### config.mk
export PLATFORM = sky130hd
export DESIGN_NAME = torus_implicit_field_voxel
export DESIGN_NICKNAME = d
export VERILOG_FILES = /design/src/hdl/tifv_pkg.sv /design/src/hdl/tifv_prep.sv /design/src/hdl/tifv_root_cell.sv /design/src/hdl/tifv_field.sv /design/src/hdl/torus_implicit_field_voxel.sv
export SDC_FILE = /design/constraint.sdc
export NUM_CORES = 2
export LEC_CHECK = 0
export BUFFER_PORTS_ARGS = -buffer_cell sky130_fd_sc_hd__buf_4
export CORE_UTILIZATION = 55
export CTS_CLUSTER_SIZE = 12
export DETAILED_ROUTE_END_ITERATION = 8
export MAX_ROUTING_LAYER = met4
export PLACE_DENSITY = 0.68
export SYNTH_ARGS = -nofsm -noshare
export SYNTH_HDL_FRONTEND = slang
export SYNTH_SLANG_ARGS = --single-unit
### constraint.sdc
create_clock -name clk_i -period 27.3 [get_ports clk_i]
set_input_delay 2.73 -clock clk_i [delete_from_list [all_inputs] [get_ports clk_i]]
set_output_delay 2.73 -clock clk_i [all_outputs]
set_load 0.01 [all_outputs]
### src/hdl/tifv_pkg.sv
`timescale 1ns / 1ps

package tifv_pkg;

  // fixed field widths
  localparam int COORD_W    = 9;
  localparam int GRID_W     = 10;
  localparam int RAD_W      = 14;
  localparam int FIELD_W    = 29;
  localparam int INDEX_W    = 27;

  // x^2 + y^2 of centred coordinates, |c| <= 511
  localparam int SUMSQ_W    = 19;
  // z^2 of a centred coordinate
  localparam int CZSQ_W     = 18;
  // centred coordinate, signed
  localparam int CENT_W     = 11;

  localparam int CFG_IDX_W  = 2;
  localparam int CFG_DATA_W = 14;

  localparam int IN_TDATA_W  = 32;
  localparam int OUT_TDATA_W = 56;

  localparam int MAX_GRID_DEF  = 512;
  localparam int FRAC_BITS_DEF = 4;

  localparam logic [GRID_W-1:0] GRID_SIZE_RST    = 10'd256;
  localparam logic [RAD_W-1:0]  OUTER_RADIUS_RST = 14'd1280;
  localparam logic [RAD_W-1:0]  TUBE_RADIUS_RST  = 14'd480;

  typedef enum logic [CFG_IDX_W-1:0] {
    CFG_GRID_SIZE    = 2'd0,
    CFG_OUTER_RADIUS = 2'd1,
    CFG_TUBE_RADIUS  = 2'd2
  } cfg_reg_e;

  // per-voxel data carried alongside the root cells
  typedef struct packed {
    logic                  oor;
    logic [INDEX_W-1:0]    idx;
    logic [CZSQ_W-1:0]     cz_sq;
  } side_t;

  // bits of the truncated root of (x^2 + y^2) << 2*frac
  function automatic int root_w(int frac);
    return (SUMSQ_W + 2 * frac + 1) >> 1;
  endfunction

endpackage

### src/hdl/tifv_prep.sv
`timescale 1ns / 1ps

module tifv_prep
  import tifv_pkg::*;
#(
  parameter int MAX_GRID  = MAX_GRID_DEF,
  parameter int FRAC_BITS = FRAC_BITS_DEF
) (
  input  logic                             clk_i,
  input  logic                             rst_ni,
  input  logic [GRID_W-1:0]                grid_size_i,
  input  logic                             valid_i,
  output logic                             ready_o,
  input  logic [COORD_W-1:0]               coord_x_i,
  input  logic [COORD_W-1:0]               coord_y_i,
  input  logic [COORD_W-1:0]               coord_z_i,
  output logic                             valid_o,
  input  logic                             ready_i,
  output logic [2*root_w(FRAC_BITS)-1:0]   rad_o,
  output side_t                            side_o
);

  localparam int RadW  = 2 * root_w(FRAC_BITS);
  localparam int SsW   = 2 * GRID_W;
  localparam int SyW   = GRID_W + COORD_W;
  localparam int IdxFW = SsW + COORD_W;
  localparam int CapV  = (MAX_GRID > (2**GRID_W - 1)) ? (2**GRID_W - 1) : MAX_GRID;
  localparam logic [GRID_W-1:0] SizeCap = GRID_W'(CapV);

  // stage one: centring, range check, size products
  logic                     p1_valid_q;
  logic                     p1_ready;
  logic                     oor_q, oor_d;
  logic signed [CENT_W-1:0] cx_q, cy_q, cz_q, cx_d, cy_d, cz_d;
  logic [COORD_W-1:0]       x_q, z_q;
  logic [SsW-1:0]           ss_q, ss_d;
  logic [SyW-1:0]           sy_q, sy_d;
  logic [GRID_W-1:0]        size;
  logic [GRID_W-2:0]        half;

  // stage two: squares and linear index
  logic                     p2_valid_q;
  logic                     p2_ready;
  logic [RadW-1:0]          rad_q, rad_d;
  side_t                    side_q, side_d;
  logic signed [2*CENT_W-1:0] sqx, sqy, sqz;
  logic [SUMSQ_W-1:0]       sumsq;
  logic [IdxFW-1:0]         idx_full;

  assign p2_ready = !p2_valid_q || ready_i;
  assign p1_ready = !p1_valid_q || p2_ready;
  assign ready_o  = p1_ready;

  always_comb begin
    size  = (grid_size_i > SizeCap) ? SizeCap : grid_size_i;
    half  = size[GRID_W-1:1];
    oor_d = ({1'b0, coord_x_i} >= size) || ({1'b0, coord_y_i} >= size) ||
            ({1'b0, coord_z_i} >= size);
    cx_d  = $signed({2'b00, coord_x_i}) - $signed({2'b00, half});
    cy_d  = $signed({2'b00, coord_y_i}) - $signed({2'b00, half});
    cz_d  = $signed({2'b00, coord_z_i}) - $signed({2'b00, half});
    ss_d  = size * size;
    sy_d  = size * coord_y_i;
  end

  always_comb begin
    sqx          = cx_q * cx_q;
    sqy          = cy_q * cy_q;
    sqz          = cz_q * cz_q;
    sumsq        = SUMSQ_W'(sqx) + SUMSQ_W'(sqy);
    rad_d        = RadW'(sumsq) << (2 * FRAC_BITS);
    idx_full     = ss_q * x_q + IdxFW'(sy_q) + IdxFW'(z_q);
    side_d.oor   = oor_q;
    side_d.idx   = idx_full[INDEX_W-1:0];
    side_d.cz_sq = sqz[CZSQ_W-1:0];
  end

  always_ff @(posedge clk_i or negedge rst_ni) begin
    if (!rst_ni) begin
      p1_valid_q <= 1'b0;
      p2_valid_q <= 1'b0;
    end else begin
      if (p1_ready) p1_valid_q <= valid_i;
      if (p2_ready) p2_valid_q <= p1_valid_q;
    end
  end

  always_ff @(posedge clk_i) begin
    if (valid_i && p1_ready) begin
      oor_q <= oor_d;
      cx_q  <= cx_d;
      cy_q  <= cy_d;
      cz_q  <= cz_d;
      x_q   <= coord_x_i;
      z_q   <= coord_z_i;
      ss_q  <= ss_d;
      sy_q  <= sy_d;
    end
    if (p1_valid_q && p2_ready) begin
      rad_q  <= rad_d;
      side_q <= side_d;
    end
  end

  assign valid_o = p2_valid_q;
  assign rad_o   = rad_q;
  assign side_o  = side_q;

endmodule

### src/hdl/tifv_root_cell.sv
`timescale 1ns / 1ps

module tifv_root_cell
  import tifv_pkg::*;
#(
  parameter int ROOT_W = root_w(FRAC_BITS_DEF)
) (
  input  logic                 clk_i,
  input  logic                 rst_ni,
  input  logic                 valid_i,
  output logic                 ready_o,
  input  logic [ROOT_W+1:0]    rem_i,
  input  logic [ROOT_W-1:0]    root_i,
  input  logic [2*ROOT_W-1:0]  rad_i,
  input  side_t                side_i,
  output logic                 valid_o,
  input  logic                 ready_i,
  output logic [ROOT_W+1:0]    rem_o,
  output logic [ROOT_W-1:0]    root_o,
  output logic [2*ROOT_W-1:0]  rad_o,
  output side_t                side_o
);

  localparam int RemW = ROOT_W + 2;
  localparam int RadW = 2 * ROOT_W;

  logic                valid_q;
  logic                ready;
  logic [RemW+1:0]     acc, trial, diff;
  logic                take;
  logic [RemW-1:0]     rem_q, rem_d;
  logic [ROOT_W-1:0]   root_q, root_d;
  logic [RadW-1:0]     rad_q, rad_d;
  side_t               side_q;

  assign ready   = !valid_q || ready_i;
  assign ready_o = ready;

  // one result bit: bring down two radicand bits, try (root << 2) | 1
  always_comb begin
    acc    = {rem_i, rad_i[RadW-1 -: 2]};
    trial  = (RemW + 2)'({root_i, 2'b01});
    take   = (acc >= trial);
    diff   = acc - trial;
    rem_d  = take ? diff[RemW-1:0] : acc[RemW-1:0];
    root_d = {root_i[ROOT_W-2:0], take};
    rad_d  = rad_i << 2;
  end

  always_ff @(posedge clk_i or negedge rst_ni) begin
    if (!rst_ni) begin
      valid_q <= 1'b0;
    end else if (ready) begin
      valid_q <= valid_i;
    end
  end

  always_ff @(posedge clk_i) begin
    if (valid_i && ready) begin
      rem_q  <= rem_d;
      root_q <= root_d;
      rad_q  <= rad_d;
      side_q <= side_i;
    end
  end

  assign valid_o = valid_q;
  assign rem_o   = rem_q;
  assign root_o  = root_q;
  assign rad_o   = rad_q;
  assign side_o  = side_q;

endmodule

### src/hdl/tifv_field.sv
`timescale 1ns / 1ps

module tifv_field
  import tifv_pkg::*;
#(
  parameter int FRAC_BITS = FRAC_BITS_DEF,
  parameter int ROOT_W    = root_w(FRAC_BITS_DEF)
) (
  input  logic                       clk_i,
  input  logic                       rst_ni,
  input  logic [RAD_W-1:0]           outer_radius_i,
  input  logic [RAD_W-1:0]           tube_radius_i,
  input  logic                       valid_i,
  output logic                       ready_o,
  input  logic [ROOT_W-1:0]          root_i,
  input  side_t                      side_i,
  output logic                       valid_o,
  input  logic                       ready_i,
  output logic signed [FIELD_W-1:0]  field_value_o,
  output logic [INDEX_W-1:0]         voxel_index_o,
  output logic                       out_of_range_o
);

  localparam int DW   = ((ROOT_W > RAD_W) ? ROOT_W : RAD_W) + 1;
  localparam int DdW  = 2 * DW;
  localparam int RrW  = 2 * RAD_W;
  localparam int CzsW = CZSQ_W + 2 * FRAC_BITS;
  localparam int FW   = DdW + 2;
  localparam int HiW  = FW - FIELD_W + 1;

  // stage one: squares
  logic                    t1_valid_q;
  logic                    t1_ready;
  logic signed [DW-1:0]    d;
  logic signed [DdW-1:0]   dd_q, dd_d;
  logic [RrW-1:0]          rr_q, rr_d;
  logic [CzsW-1:0]         czs_q, czs_d;
  logic [INDEX_W-1:0]      idx_q;
  logic                    oor_q;

  // stage two: difference, saturation, out-of-grid zeroing
  logic                       t2_valid_q;
  logic                       t2_ready;
  logic signed [FW-1:0]       f;
  logic [HiW-1:0]             hi;
  logic [FIELD_W-1:0]         sat;
  logic signed [FIELD_W-1:0]  field_q, field_d;
  logic [INDEX_W-1:0]         vidx_q, vidx_d;
  logic                       flag_q;

  assign t2_ready = !t2_valid_q || ready_i;
  assign t1_ready = !t1_valid_q || t2_ready;
  assign ready_o  = t1_ready;

  always_comb begin
    d     = $signed(DW'(outer_radius_i)) - $signed(DW'(root_i));
    dd_d  = d * d;
    rr_d  = tube_radius_i * tube_radius_i;
    czs_d = CzsW'(side_i.cz_sq) << (2 * FRAC_BITS);
  end

  always_comb begin
    f  = $signed(FW'(rr_q)) - FW'(dd_q) - $signed(FW'(czs_q));
    hi = f[FW-1:FIELD_W-1];
    if ((&hi) || !(|hi)) begin
      sat = f[FIELD_W-1:0];
    end else if (f[FW-1]) begin
      sat = {1'b1, {(FIELD_W-1){1'b0}}};
    end else begin
      sat = {1'b0, {(FIELD_W-1){1'b1}}};
    end
    field_d = oor_q ? '0 : $signed(sat);
    vidx_d  = oor_q ? '0 : idx_q;
  end

  always_ff @(posedge clk_i or negedge rst_ni) begin
    if (!rst_ni) begin
      t1_valid_q <= 1'b0;
      t2_valid_q <= 1'b0;
    end else begin
      if (t1_ready) t1_valid_q <= valid_i;
      if (t2_ready) t2_valid_q <= t1_valid_q;
    end
  end

  always_ff @(posedge clk_i) begin
    if (valid_i && t1_ready) begin
      dd_q  <= dd_d;
      rr_q  <= rr_d;
      czs_q <= czs_d;
      idx_q <= side_i.idx;
      oor_q <= side_i.oor;
    end
    if (t1_valid_q && t2_ready) begin
      field_q <= field_d;
      vidx_q  <= vidx_d;
      flag_q  <= oor_q;
    end
  end

  assign valid_o        = t2_valid_q;
  assign field_value_o  = field_q;
  assign voxel_index_o  = vidx_q;
  assign out_of_range_o = flag_q;

endmodule

### src/hdl/torus_implicit_field_voxel.sv
`timescale 1ns / 1ps

// torus implicit field voxel generator. each input beat carries one voxel
// coordinate (x, y, z); each output beat carries the torus field value
// r^2 - (R - sqrt(X^2 + Y^2))^2 - Z^2 at that voxel, X, Y, Z being the
// coordinates centred on floor(grid_size / 2), together with the linear
// address grid_size^2 * x + grid_size * y + z. radii are unsigned fixed point
// with FRAC_BITS fractional bits, the root is truncated to FRAC_BITS
// fractional bits and the field value carries 2 * FRAC_BITS fractional bits,
// saturated to 29 bits signed. a coordinate at or beyond the grid size sets
// out_of_range and zeroes value and address; a grid size above MAX_GRID is
// clamped. one voxel is taken per clock and one result leaves per clock while
// the output is not stalled; the pipeline is the row of root cells that resolve
// one root bit each, behind two front stages (centring, squares) and two back
// stages (d^2, difference). every stage holds its own beat, so the input keeps
// being taken while a finished result waits on m_axis_tready, until every
// stage holds a beat. configuration is taken on every cycle and must only
// change while no voxel is in flight.

module torus_implicit_field_voxel
  import tifv_pkg::*;
#(
  parameter int MAX_GRID  = MAX_GRID_DEF,
  parameter int FRAC_BITS = FRAC_BITS_DEF
) (
  input  logic                    clk_i,
  input  logic                    rst_ni,
  // configuration write channel
  input  logic                    cfg_valid_i,
  output logic                    cfg_ready_o,
  input  logic [CFG_IDX_W-1:0]    cfg_index_i,
  input  logic [CFG_DATA_W-1:0]   cfg_data_i,
  // voxel coordinates
  input  logic                    s_axis_tvalid,
  output logic                    s_axis_tready,
  input  logic [IN_TDATA_W-1:0]   s_axis_tdata,   // coord_x, coord_y, coord_z
  // field results
  output logic                    m_axis_tvalid,
  input  logic                    m_axis_tready,
  output logic [OUT_TDATA_W-1:0]  m_axis_tdata,   // field_value, voxel_index
  output logic                    m_axis_tuser    // out_of_range
);

  localparam int RootW = root_w(FRAC_BITS);
  localparam int RemW  = RootW + 2;
  localparam int RadW  = 2 * RootW;

  // configuration registers
  logic [GRID_W-1:0]  grid_size_q;
  logic [RAD_W-1:0]   outer_radius_q;
  logic [RAD_W-1:0]   tube_radius_q;

  assign cfg_ready_o = 1'b1;

  always_ff @(posedge clk_i or negedge rst_ni) begin
    if (!rst_ni) begin
      grid_size_q    <= GRID_SIZE_RST;
      outer_radius_q <= OUTER_RADIUS_RST;
      tube_radius_q  <= TUBE_RADIUS_RST;
    end else if (cfg_valid_i) begin
      unique case (cfg_reg_e'(cfg_index_i))
        CFG_GRID_SIZE:    grid_size_q    <= cfg_data_i[GRID_W-1:0];
        CFG_OUTER_RADIUS: outer_radius_q <= cfg_data_i[RAD_W-1:0];
        CFG_TUBE_RADIUS:  tube_radius_q  <= cfg_data_i[RAD_W-1:0];
        default: ;  // unknown register, write dropped
      endcase
    end
  end

  // chain links: link 0 is the front end, link k+1 the output of root cell k
  logic               lk_valid [RootW+1];
  logic               lk_ready [RootW+1];
  logic [RemW-1:0]    lk_rem   [RootW+1];
  logic [RootW-1:0]   lk_root  [RootW+1];
  logic [RadW-1:0]    lk_rad   [RootW+1];
  side_t              lk_side  [RootW+1];

  // front end: centring, range check, squares and linear address
  tifv_prep #(
    .MAX_GRID  (MAX_GRID),
    .FRAC_BITS (FRAC_BITS)
  ) u_prep (
    .clk_i       (clk_i),
    .rst_ni      (rst_ni),
    .grid_size_i (grid_size_q),
    .valid_i     (s_axis_tvalid),
    .ready_o     (s_axis_tready),
    .coord_x_i   (s_axis_tdata[COORD_W-1:0]),
    .coord_y_i   (s_axis_tdata[2*COORD_W-1:COORD_W]),
    .coord_z_i   (s_axis_tdata[3*COORD_W-1:2*COORD_W]),
    .valid_o     (lk_valid[0]),
    .ready_i     (lk_ready[0]),
    .rad_o       (lk_rad[0]),
    .side_o      (lk_side[0])
  );

  // root search starts from an empty remainder and root
  assign lk_rem[0]  = '0;
  assign lk_root[0] = '0;

  // row of root cells, most significant root bit first
  for (genvar k = 0; k < RootW; k++) begin : g_cell
    tifv_root_cell #(
      .ROOT_W (RootW)
    ) u_cell (
      .clk_i   (clk_i),
      .rst_ni  (rst_ni),
      .valid_i (lk_valid[k]),
      .ready_o (lk_ready[k]),
      .rem_i   (lk_rem[k]),
      .root_i  (lk_root[k]),
      .rad_i   (lk_rad[k]),
      .side_i  (lk_side[k]),
      .valid_o (lk_valid[k+1]),
      .ready_i (lk_ready[k+1]),
      .rem_o   (lk_rem[k+1]),
      .root_o  (lk_root[k+1]),
      .rad_o   (lk_rad[k+1]),
      .side_o  (lk_side[k+1])
    );
  end

  // back end: d^2 and r^2, then the field value with saturation
  logic signed [FIELD_W-1:0] field_value;
  logic [INDEX_W-1:0]        voxel_index;

  tifv_field #(
    .FRAC_BITS (FRAC_BITS),
    .ROOT_W    (RootW)
  ) u_field (
    .clk_i          (clk_i),
    .rst_ni         (rst_ni),
    .outer_radius_i (outer_radius_q),
    .tube_radius_i  (tube_radius_q),
    .valid_i        (lk_valid[RootW]),
    .ready_o        (lk_ready[RootW]),
    .root_i         (lk_root[RootW]),
    .side_i         (lk_side[RootW]),
    .valid_o        (m_axis_tvalid),
    .ready_i        (m_axis_tready),
    .field_value_o  (field_value),
    .voxel_index_o  (voxel_index),
    .out_of_range_o (m_axis_tuser)
  );

  assign m_axis_tdata = {voxel_index, field_value};

endmodule

==> Word-level counts from Yosys, hierarchy flattened <==
Index checks and enable logic that the tools add are counted.
{ "classes": {"mux": 16, "reduce_logical": 64, "eq_ne": 2, "n_addsub": 22, "mul": 8, "magnitude_cmp": 18} }
{ "ops": {"columns": ["operator", "count"], "rows": [
  ["two-way mux 16 bit", 12],
  ["two-way mux 29 bit", 2],
  ["multiplier 10 x 10 -> 19 bit", 2],
  ["subtractor 32 x 27 -> 32 bit", 1],
  ["subtractor 29 x 30 -> 31 bit", 1],
  ["greater-or-equal comparator 9 x 10 -> 1 bit", 3],
  ["multiplier 15 x 15 -> 30 bit", 1],
  ["subtractor 9 x 9 -> 10 bit", 3],
  ["multiplier 14 x 14 -> 28 bit", 1],
  ["adder 27 x 19 -> 27 bit", 1],
  ["adder 27 x 9 -> 27 bit", 1],
  ["multiplier 20 x 9 -> 27 bit", 1],
  ["logical OR 1 bit", 21],
  ["multiplier 10 x 10 -> 20 bit", 1],
  ["adder 19 bit", 1],
  ["zero test 1 bit", 19],
  ["multiplier 10 x 9 -> 19 bit", 1],
  ["greater-or-equal comparator 18 x 10 -> 1 bit", 1],
  ["greater-or-equal comparator 18 x 11 -> 1 bit", 1],
  ["greater-or-equal comparator 18 x 12 -> 1 bit", 1],
  ["greater-or-equal comparator 18 x 13 -> 1 bit", 1],
  ["greater-or-equal comparator 18 x 14 -> 1 bit", 1],
  ["greater-or-equal comparator 18 x 15 -> 1 bit", 1],
  ["greater-or-equal comparator 18 x 3 -> 1 bit", 1],
  ["other kinds (32)", 51]
]} }
{ "word_totals": {"word_cells": 254, "register_bits": 1404, "out_inout_bits": 60, "in_bits": 53} }

==> Logic depth before layout (Yosys ltp) <==
{ "depth": {"word_depth": 20, "mapped_depth": 38, "depth_no_buf": 38} }

==> Hierarchy <==
Synthesis repeated with hierarchy kept, for this count alone.
{ "unflattened": {"hier_cells": 8363, "area_unflattened_um2": 109217.2} }
{ "modules_own_cells": {"columns": ["module", "n_inst", "seq_area_each_um2", "area_each_um2", "cells_per_inst"], "rows": [
  ["tifv_root_cell", 14, 3088.0, 4202.8, 251],
  ["tifv_prep", 1, 4584.4, 27908.0, 2783],
  ["tifv_field", 1, 4824.6, 20981.4, 1981],
  ["torus_implicit_field_voxel", 1, 959.7, 1488.9, 85]
]} }

==> Least setup slack after synthesis <==
OpenSTA, ideal clock, no wires.
{ "synth_path": {"path_kind": "flip-flop to flip-flop", "startpoint": "register outer_radius_q[0]", "endpoint": "register u_field.dd_q[29] (data pin)", "period_less_slack_ps": 8705, "setup_slack_ps": 18595, "path_buffers": 1, "setup_time_ps": 261, "t_arrival_ps": 8444, "required_ps": 27039, "path_stages_with_launch": 38, "cell_sequence": "dfrtp_1 > inv_1 > ha_1 > inv_1 > fa_1 > a21o_1 > a21oi_1 > o21ai_0 > a21oi_1 > o21ai_0 > a21oi_1 > o21bai_1 > a21oi_1 > xnor2_1 > clkbuf_1 > inv_1 > nor2_1 > fa_1 > [2 not listed] > inv_1 > fa_1 > fa_1 > fa_1 > inv_1 > fa_1 > inv_1 > ha_1 > a21o_1 > a21o_1 > a21o_1 > a31oi_1 > o221ai_1 > a41o_1 > o211a_1 > o21a_1 > o21a_1 > a311o_1"} }
{ "synth_between": {"elab_chain_cells": 2} }
{ "synth_lines": {"columns": ["element", "line_no", "source"], "rows": [
  ["start, declared", "torus_implicit_field_voxel.sv:50", "logic [RAD_W-1:0] outer_radius_q;"],
  ["start signal, assigned", "torus_implicit_field_voxel.sv:63", "CFG_OUTER_RADIUS: outer_radius_q <= cfg_data_i[RAD_W-1:0];"],
  ["subtractor 14 x 14 -> 15 bit", "tifv_field.sv:56", "d = $signed(DW'(outer_radius_i)) - $signed(DW'(root_i));"],
  ["multiplier 15 x 15 -> 30 bit", "tifv_field.sv:57", "dd_d = d * d;"],
  ["named net u_field.dd_d[29]", "tifv_field.sv:35", "logic signed [DdW-1:0] dd_q, dd_d;"],
  ["end signal, assigned", "tifv_field.sv:88", "dd_q <= dd_d;"],
  ["end, declared", "tifv_field.sv:35", null]
]} }
The timed path passes the listed nets, and every way through them passes these cells.
A chain may end at the register's enable or synchronous reset.

==> Final worst setup path <==
{ "layout_path": {"startpoint": "register outer_radius_q[0]", "endpoint": "register u_field.dd_q[26] (data pin)"} }
Same word-level chain as after synthesis.

==> results.yml <==
finish:
  regArea_um2: 41000
  area_growth_pct: 9.05
  layoutNonFillerInstCount: 9238
  fillers: 12209
  multi_input_comb_area_um2: 41100
  drive_above_1_share_pct: 6.88
  nets: 8632
worst_setup_path:
  crit_type: "flip-flop to flip-flop"
  setup.worst_path.end_class: "flip-flop"
  required_ps: 27810
  max_stage_delay_ps: 910
  worstPathMaxFanout: 20
  cpMaxStageDelayCell: "fa_1"
  cp_common_cell: "fa_1"
  startpoint_type: "flip-flop"
  cp.arrival_ps: 10710
floorplan:
  start_util_pct: 55.6
  die_area_um2: 160000
  die_w_um: 400
  num_io_pins: 113
  rows: 145
  die_h_um: 400
  core_area_um2: 157000
route:
  ant_nets: 0
  firstDrtPassIters: 7
  wl_per_cell_um: 17.0
  drtIter0Drc: 2482
  dr_total_vias: 48453
  wirelength_um: 157000
  avgViaCountPerCell: 5.24
  drc: 0
cts:
  clockBufferDepth: 3
  clk_pin_slew_ps: 60
  ctsHoldBuffers: 0
  cts_root_buf: "clkbuf_16"
  clkSinkCount: 1373
  post_cts_buffers: 0
  clk_latency_ps: 760
  post_cts_resized: 0
  tritoncts: "built"
  cts_max_level: 4
  cts_buffers: 147
logic_synthesis:
  syn_area_per_cell_um2: 12.6
  netlist.area_leader.share_pct: 45.4
  synth_most_common_cell: "edfxtp_1"
  ys_ff_latch: 1373
  synth_ff_type: "edfxtp_1"
  synth_area_leaders: "edfxtp_1 45%, fa_1 19%, ha_1 9.8%"
  synth-seq-area-share_pct: 47.0
  ys_types: 86
  synth_edf_count: 1317
  synthArstFlopShare_pct: 4.08
  synth_top_area_cell: "edfxtp_1"
  yosys_warnings: 0
  synth_area_um2: 87100
  synthCells: 6893
  ys_top_cells_by_count: "1,317 x edfxtp_1, 1,247 x inv_1, 822 x fa_1"
grt:
  grt_max_degree: 73
  grt_use_total_pct: 21.1
  grt_pass1_vias: 51658
  grt.met1_usage_pct: 25.6
  met2_usage_pct: 36.5
  groute.layer.met3.usage_pct: 3.27
  grt_antenna_before_repair: 2
  grt_first_pass_wirelength_um: 259000
  top_usage_layer: "met2"
  grt.overflow.total: 0
sta:
  holdWs_ps: 371
  relSlewSlack_pct: 20.8
  drv_slew: 0
  finalCritPeriodShare_pct: 37.4
  fin_crit_ps: 10200
  finalSetupTns_ps: 0
  worstMarginPinSlew_ps: 1180
  finalClockSkew_ps: 61.2
  hold_viol_final: 0
  max_freq_ghz: 0.0980
  grt_setup_unrepaired: "false"
  report.final.setup_viol: 0
  setup_slack_ps: 17100
place:
  dp_worst_setup_slack_ps: 17190
  io_buffers: 106
  place.gp.congestion: 0.889
  place_hpwl_um: 120000
  placed_cells: 8984
worst_hold_path:
  min_path_type: "flip-flop to flip-flop"
outcome:
  status: "complete, no violations"
flow_run:
  max-cap-violations: 0
[cells in the final DEF (no fill, tap or decap), drive strengths merged, types with 165 or more instances in the layout]
| cell | netlist | routed |
|---|---|---|
| ha | 682 | 682 |
| edfxtp | 1317 | 1317 |
| and2 | 273 | 273 |
| a21oi | 232 | 232 |
| o21ai | 165 | 165 |
| clkbuf | 122 | 205 |
| nor2 | 246 | 246 |
| nand2 | 498 | 498 |
| xnor2 | 247 | 247 |
| fa | 822 | 822 |
| inv | 1247 | 1256 |
[routing by layer]
layer / vias to the layer above / part of all wire (%) / routed length, um
met5: - / 0 / 0
met4: 0 / 2.8 / 4410
met3: 264 / 4.4 / 6840
met2: 897 / 51 / 80300
met1: 24108 / 42 / 65200
li1: 23184 / - / -
[through the flow]
step           utilization, %  cell area [um2]
2_1_floorplan               -            87200
6_report                 60.6            95000
3_3_place_gp             57.7            90500
4_1_cts                  60.6            95000
3_5_place_dp             57.7            90500
5_1_grt                  60.6            95000
[logic make-up after synthesis]
logic type	after synthesis	synth area share [%]
adders and majority gates	1504	28.7
and+or+nand+nor	1455	8.26
buffers and inverters	1388	6.03
DFF	1373	47.0
AOI/OAI and AO/OA	742	5.52
xor gates and xnor gates	359	3.62
muxes	70	0.893
other	2	0.00862
[worst max-delay path, delay by kind of cell (launching register included)]
| kind | cells | cell delay, ps |
|---|---|---|
| adder cells (fa/ha/maj) | 9 | 4690 |
| AO/OA/AOI/OAI | 14 | 3170 |
| buffers and inverters | 6 | 1120 |
| AND/OR/NAND/NOR | 3 | 470 |
| flip-flops | 1 | 380 |
| XOR/XNOR | 1 | 120 |
[final cells by class]
cell class	instances	area share, %
multi-input cells	4148	43.2
flip-flops and latches	1373	43.1
inverters	1252	4.94
clock buffers	205	4.17
well taps	2058	2.71
repair buffers	153	1.21
clock inverters	48	0.635
diodes	1	0.00263
[flip-flops by register name, summed over array words and instances, names as in the netlist, 29 cells and up]
signal,flops
g_cell.u_cell.side_o,630
g_cell.u_cell.rem_o,183
g_cell.u_cell.root_o,105
g_cell.u_cell.rad_o,90
u_prep.side_o,45
u_field.dd_q,29
u_field.field_value_o,29
[path summary, 6_finish.rpt]
kind	start	endpoint	slack (ps)	depth (start not counted)
max	outer_radius_q[0]$_DFFE_PN0P_	u_field.dd_q[26]$_DFFE_PP_	17100	33
min	g_cell[1].u_cell.side_o[19]$_DFFE_PP_	g_cell[2].u_cell.side_o[19]$_DFFE_PP_	370	0
max reg2reg	outer_radius_q[0]$_DFFE_PN0P_	u_field.dd_q[26]$_DFFE_PP_	17100	33
min reg2reg	g_cell[1].u_cell.side_o[19]$_DFFE_PP_	g_cell[2].u_cell.side_o[19]$_DFFE_PP_	370	0
max in group asynchronous	rst_ni	grid_size_q[3]$_DFFE_PN0P_	24640	1
min in group asynchronous	rst_ni	u_field.t1_valid_q$_DFFE_PN0P_	2060	1
Power is left out: the tool's default activity adds up to more than one toggle a clock period on the data nets, which glitch-free logic cannot reach.
